File: config.mk
export PLATFORM = sky130hd
export DESIGN_NAME = sise_cell
export DESIGN_NICKNAME = d
export VERILOG_FILES = /design/src/design/assert_macros.svh /design/src/design/sise_pkg.sv /design/src/design/sise_cell.sv
export SDC_FILE = /design/constraint.sdc
export NUM_CORES = 1
export LEC_CHECK = 0
export ABC_AREA = 1
export CORE_MARGIN = 3
export CORE_UTILIZATION = 41
export DETAILED_ROUTE_END_ITERATION = 12
export DONT_BUFFER_PORTS = 1
export GPL_ROUTABILITY_DRIVEN = 0
export PLACE_DENSITY = 0.53
export SYNTH_ARGS = -nofsm -noshare
export SYNTH_HDL_FRONTEND = slang
export SYNTH_SLANG_ARGS = --single-unit
File: constraint.sdc
create_clock -name aclk -period 2.53 [get_ports aclk]
set_input_delay 0.3795 -clock aclk [delete_from_list [all_inputs] [get_ports aclk]]
set_output_delay 0.3795 -clock aclk [all_outputs]
set_load 0.01 [all_outputs]
File: src/design/assert_macros.svh
// ----------------------------------------------------------------------------
// Assertion macros
// Shared concurrent assertion forms for the design files.
// ----------------------------------------------------------------------------
`ifndef ASSERT_MACROS_SVH
`define ASSERT_MACROS_SVH

// Condition holds at every clock edge outside reset.
`define ASSERT_ALWAYS(label, clk, rst_n, cond, msg) \
    label: assert property (@(posedge clk) disable iff (!rst_n) (cond)) else $error(msg);

// Consequent holds in the cycle after the antecedent.
`define ASSERT_NEXT(label, clk, rst_n, ante, cons, msg) \
    label: assert property (@(posedge clk) disable iff (!rst_n) (ante) |=> (cons)) \
        else $error(msg);

`endif

File: src/design/sise_pkg.sv
// ----------------------------------------------------------------------------
// Sorted integer set package
// Field widths, command and status codes, and cell control type.
// ----------------------------------------------------------------------------
package sise_pkg;

    localparam int KEY_W  = 32;
    localparam int CMD_W  = 2;
    localparam int POS_W  = 7;
    localparam int STAT_W = 3;

    localparam logic [CMD_W-1:0] CMD_INSERT = 2'd0;
    localparam logic [CMD_W-1:0] CMD_QUERY  = 2'd1;
    localparam logic [CMD_W-1:0] CMD_REMOVE = 2'd2;

    localparam logic [STAT_W-1:0] STAT_INSERTED  = 3'd0;
    localparam logic [STAT_W-1:0] STAT_DUPLICATE = 3'd1;
    localparam logic [STAT_W-1:0] STAT_FULL      = 3'd2;
    localparam logic [STAT_W-1:0] STAT_PRESENT   = 3'd3;
    localparam logic [STAT_W-1:0] STAT_ABSENT    = 3'd4;
    localparam logic [STAT_W-1:0] STAT_BADPOS    = 3'd5;
    localparam logic [STAT_W-1:0] STAT_REMOVED   = 3'd6;

    typedef struct packed {
        logic ins;
        logic rem;
    } cell_ctrl_t;

endpackage

File: src/design/sise_cell.sv
// ----------------------------------------------------------------------------
// Sorted set cell
// Holds one key, compares it against a probe key and shifts with its neighbors.
// ----------------------------------------------------------------------------
module sise_cell #(
    parameter int INDEX = 0,
    parameter int CNT_W = 7
) (
    input  logic                                aclk,
    input  logic                                cmp_en,
    input  logic signed [sise_pkg::KEY_W-1:0]   cmp_key,
    input  logic        [CNT_W-1:0]             fill_count,
    input  logic        [sise_pkg::POS_W-1:0]   rem_pos,
    input  sise_pkg::cell_ctrl_t                ctrl,
    input  logic signed [sise_pkg::KEY_W-1:0]   ins_key,
    input  logic                                left_lt,
    input  logic signed [sise_pkg::KEY_W-1:0]   left_key,
    input  logic signed [sise_pkg::KEY_W-1:0]   right_key,
    output logic signed [sise_pkg::KEY_W-1:0]   key_out,
    output logic                                lt_out,
    output logic                                eq_out,
    output logic                                sel_out
);
    import sise_pkg::*;

    logic signed [KEY_W-1:0] key_reg, key_next;
    logic                    lt_reg, eq_reg, shift_reg, sel_reg;
    logic                    occupied;

    assign occupied = 32'(fill_count) > 32'(INDEX);

    always_ff @(posedge aclk) begin
        if (cmp_en) begin
            lt_reg    <= occupied && (key_reg < cmp_key);
            eq_reg    <= occupied && (key_reg == cmp_key);
            shift_reg <= 32'(rem_pos) <= 32'(INDEX + 1);
            sel_reg   <= 32'(rem_pos) == 32'(INDEX + 1);
        end
        key_reg <= key_next;
    end

    // Insert: the first cell not below the key loads it, later cells take the left key.
    // Remove: cells at and after the gap take the right key.
    always_comb begin
        key_next = key_reg;
        if (ctrl.ins && !lt_reg) begin
            key_next = left_lt ? ins_key : left_key;
        end else if (ctrl.rem && shift_reg) begin
            key_next = right_key;
        end
    end

    assign key_out = key_reg;
    assign lt_out  = lt_reg;
    assign eq_out  = eq_reg;
    assign sel_out = sel_reg;

endmodule

# Yosys cells after proc, flatten, opt, wreduce, memory -nomap -nowiden
# Index checks and enable logic that the tools add are counted.
[totals] regBits=36 latchBits=0 ramBits=0 romBits=0 in_bits=147 output_inout_bits=35 mem_count=0
[classes] addsub=0 multipliers=0 div=0 order_cmp=3 eq_ne=2 shifts=0 muxes=3 bitwise=0 n_reduce_logical=6
[op_table] operator="two-way mux 32 bit" n=3
[op_table] operator="== test 32 bit" n=1
[op_table] operator="less-than comparator 32 bit" n=1
[op_table] operator="== test 7 x 1 -> 1 bit (second input constant)" n=1
[op_table] operator="> comparator 7 x 1 -> 1 bit (second input constant)" n=1
[op_table] operator="less-or-equal comparator 7 x 1 -> 1 bit (second input constant)" n=1
[op_table] operator="logical AND 1 bit" n=4
[op_table] operator="nonzero test 2 bit" n=1
[op_table] operator="logical NOT 1 bit" n=1

# Logic depth before layout (Yosys ltp)
[depth] ltp_word=3 mapped_depth=15 depth_no_buf=15

# Worst setup path after synthesis
# OpenSTA, ideal clock, no wires.
[synth_timing] path_kind="register -> register" start="reg lt_reg, in the netlist lt_out" end="reg key_reg[0], in the netlist key_out[0] (enable)" arrival_time_ns=1.656 t_required_ns=2.141 path_slack_ns=0.484 path_stages_with_launch=5 n_path_buf=1 synth_period_minus_slack_ns=2.046 path_cell_list="edfxtp_1 > nor2_2 > inv_1 > clkbuf_1 > nand2_1"
[synth_via] elab_chain_len=3
[synth_rtl] element="from (decl)" line="sise_cell.sv:27" source="logic lt_reg, eq_reg, shift_reg, sel_reg;"
[synth_rtl] element="from (signal assigned)" line="sise_cell.sv:34" source="lt_reg <= occupied && (key_reg < cmp_key);"
[synth_rtl] element="logical NOT 1 bit" line="sise_cell.sv:46" source="if (ctrl.ins && !lt_reg) begin"
[synth_rtl] element="logical AND 1 bit" line="sise_cell.sv:46"
[synth_rtl] element="nonzero test 2 bit (no line)"
[synth_rtl] element="to (signal assigned)" line="sise_cell.sv:39" source="key_reg <= key_next;"
[synth_rtl] element="to (decl)" line="sise_cell.sv:26" source="logic signed [KEY_W-1:0] key_reg, key_next;"
# Every way passes these cells.
# A chain may end at the register's enable or synchronous reset.

# Final worst setup path
[layout_timing] start="reg key_reg[31], in the netlist key_out[31]" end="reg lt_reg, in the netlist lt_out (data pin)"
[layout_via] elab_chain_len=2
[layout_rtl] element="less-than comparator 32 bit" line="sise_cell.sv:34"
[layout_rtl] element="logical AND 1 bit" line="sise_cell.sv:34"
# Every way passes these cells.

==> flow_metrics.tcl <==
set metrics [dict create \
    num-fill-cells 650 \
    dieHeight_um 86.11 \
    wl_per_cell_um 17.37 \
    synth_top_area_share_pct 41.08 \
    critPathBufInv 0 \
    io_buffers 0 \
    fin_crit_sh_pct 71.30 \
    nets 514 \
    die_width_um 86.11 \
    rows 28 \
    tns_ns 0 \
    critPathSlowestCell "edfxtp_1" \
    viasPerCell 5.467 \
    cts_root_buffer "clkbuf_8" \
    period_minus_slack_ns 1.804 \
    rsz0062_at_grt "no" \
    dr.pass1.iters 4 \
    finalClockSkew_ns 0.004027 \
    synth_largest_area_cell "edfxtp_1" \
    powerDensity_nw_per_um2 570.2 \
    synth_area_per_cell_um2 7.831 \
    syn-num-nets 515 \
    drive_above_1_share_pct 3.571 \
    status "finished clean" \
    ir_drop_mv 0.2485 \
    start_kind "register" \
    dpl.hpwl_mm 5.564 \
    synthXorXnorAreaFrac_pct 0 \
    synthTopCellsByArea "edfxtp_1, ha_1, o21ai_0" \
    cts.repair.resized 0 \
    overflow 0 \
    pwr-share-seq_pct 53.0 \
    grt_usage_pct 18.60 \
    pwr-share-comb_pct 22.2 \
    coreArea_um2 6061 \
    p_sw_uw 506.3 \
    grt_pass1_wl_mm 10.54 \
    critPathKind "register to register" \
    die_area_um2 7415 \
    cp-end-kind "register" \
    ys_seq_area_share_pct 41.08 \
    postSynthCellCount 336 \
    vias 2247 \
    first_iter_violations 38 \
    synth_compound_area_share_pct 16.26 \
    wirelength_mm 7.139 \
    max_stage_delay_ns 0.48 \
    synth_mux_area_share_pct 0 \
    start_util_pct 43.41 \
    synth_fa_ha_area_share_pct 15.22 \
    hold_viol 0 \
    maxSlewViolCount 0 \
    cts_tree "done" \
    power_mw 1.591 \
    postCtsSetupRepairBufs 0 \
    clock_latency_ns 0.29 \
    diodes 0 \
    synth.distinct_cells 18 \
    p_clk_share_pct 24.8 \
    area_delta_synth_final_pct 6.039 \
    grt_pass1_vias 2187 \
    drcViolationCount 0 \
    largest_register_ffs 32 \
    cts_hold_buffers 0 \
    holdCritStartpoint "cmp_en" \
    path_clk_slew_ns 0.07 \
    required_ns 2.58 \
    maxCapViolCount 0 \
    arrival_ns 1.85 \
    clock.fmax_ghz 0.5543 \
    ant_nets 0 \
    path_cells "ha_1 -> nand2_1 -> nor2_1 -> nand2_1 -> nor2_1 -> nand2_1 -> a21oi_1 -> nor2_1" \
    reg2reg_slack_ns 0.73 \
    yosysWarnings 0 \
    ys_ff_latch 36 \
    syn_area_um2 2631 \
    worstPathMaxFanout 3 \
    cts_max_level 2 \
    finalSetupViolations 0 \
    slew_headroom_pct 54.55 \
    r2r_start "key_out[31]" \
    grt_max_degree 34 \
    max_slew.worst_pin.slew_ns 0.6810 \
    antenna_found_initial 0 \
    r2r_cells 8 \
    p_int_mw 1.085 \
    hold_class "input pin to register" \
    crit_family "simple AND/OR/NAND/NOR gates" \
    whs_path_depth 0 \
    io_pins 182 \
    clock_sinks 36 \
    swShare_pct 31.83 \
    p_leak_nw 1.291 \
    cts_buffer_depth 2 \
    min_to "eq_out" \
    rr_endpoint "lt_out" \
    cts_buffers 5 \
    synth_top_family_by_area "simple AND/OR/NAND/NOR gates" \
    yosys.area_share.simple_pct 19.16 \
]
-- metrics by stage --
step | std cells | setup slack, ns | utilization, % | hold WS [ns] | area, um^2
detailed placement | 403 | 0.7073 | 44.72 | 0.4925 | 2710
CTS | 411 | 0.6816 | 46.04 | 0.1851 | 2790
floorplan | 336 | 0.4842 | - | 0.4920 | 2631
global placement | 403 | 0.6981 | 44.72 | 0.4925 | 2710
global route | 411 | 0.5344 | 46.04 | 0.1749 | 2790
finish | 411 | 0.7261 | 46.04 | 0.1980 | 2790
-- worst register-to-register path, cell delays in order, from the launching register on --
cell and delay [ns]:
edfxtp_1 0.48, ha_1 0.37, nand2_1 0.08, nor2_1 0.14, nand2_1 0.09, nor2_1 0.15
nand2_1 0.09, a21oi_1 0.12, nor2_1 0.05
-- worst max-delay path by stage --
| stage | depth (start not counted) | endpoint | startpoint | slack [ns] |
|---|---|---|---|---|
| 4_1_cts | 4 | key_out[15] | lt_out | 0.68 |
| 5_1_grt | 4 | key_out[19] | lt_out | 0.53 |
| 3_3_place_gp | 8 | lt_out | key_out[23] | 0.70 |
| 6_report | 8 | lt_out | key_out[31] | 0.73 |
| 2_1_floorplan | 4 | key_out[0] | lt_out | 0.48 |
| 3_5_place_dp | 8 | lt_out | key_out[23] | 0.71 |
-- cells by family (layout without fill, tap and decap cells) --
group / after synthesis / count (layout)
compound gates: 84 / 84
fa+ha+maj: 32 / 32
buf+inv: 58 / 58
flops: 36 / 36
simple gates: 126 / 126
-- Yosys cell counts (all sizes together) --
cell	number
nor2	45
and2	1
inv	46
clkbuf	12
or4	1
a21o	1
edfxtp	36
nand3	2
o21a	2
a21oi	15
nor3	1
ha	32
nor4	2
nand2	72
nand4	2
o21ai	66
-- placed cells by master (no fill, tap or decap) --
cell / synthesis / final
clkbuf_1: 12 / 2
and2_1: 1 / 1
a21oi_1: 15 / 15
ha_1: 32 / 32
o21ai_1: 8 / 8
nor2_1: 44 / 44
o21a_1: 2 / 2
nor4_1: 2 / 2
nand4_1: 2 / 2
buf_4: 0 / 4
nor2_2: 1 / 1
edfxtp_1: 36 / 36
o21ai_0: 58 / 58
nand3_1: 2 / 2
clkbuf_8: 0 / 5
nand2_1: 72 / 72
or4_4: 1 / 1
a21o_1: 1 / 1
inv_1: 46 / 46
clkinv_1: 0 / 1
nor3_2: 1 / 1
-- metal layers --
| metal | share of wire (%) | global-route usage, % | vias to the layer above |
|---|---|---|---|
| li1 | - | - | 1113 |
| met2 | 49 | 32.80 | 120 |
| met3 | 11 | 6.436 | 10 |
| met5 | 0 | 0 | - |
| met1 | 39 | 20.71 | 1004 |
| met4 | 1.7 | 6.475 | 0 |
-- power by group through the flow --
stage / Sequential, mW / Combinational [mW] / Clock (mW)
2_1_floorplan: 0.837 / 0.276 / 0
3_3_place_gp: 0.858 / 0.347 / 0
3_5_place_dp: 0.859 / 0.357 / 0
4_1_cts: 0.846 / 0.360 / 0.408
5_1_grt: 0.852 / 0.425 / 0.443
6_report: 0.843 / 0.353 / 0.395
-- cell type report --
cell class	count	area [um^2]	area share, %
clock inverter	1	3.754	0.1345
clock buffer	7	76.32	2.735
tap	75	93.84	3.363
multi-input combinational	242	1333	47.76
inverter	46	172.7	6.188
timing repair buffer	4	30.03	1.076
sequential	36	1081	38.74
(Power assumes the default switching activity.)
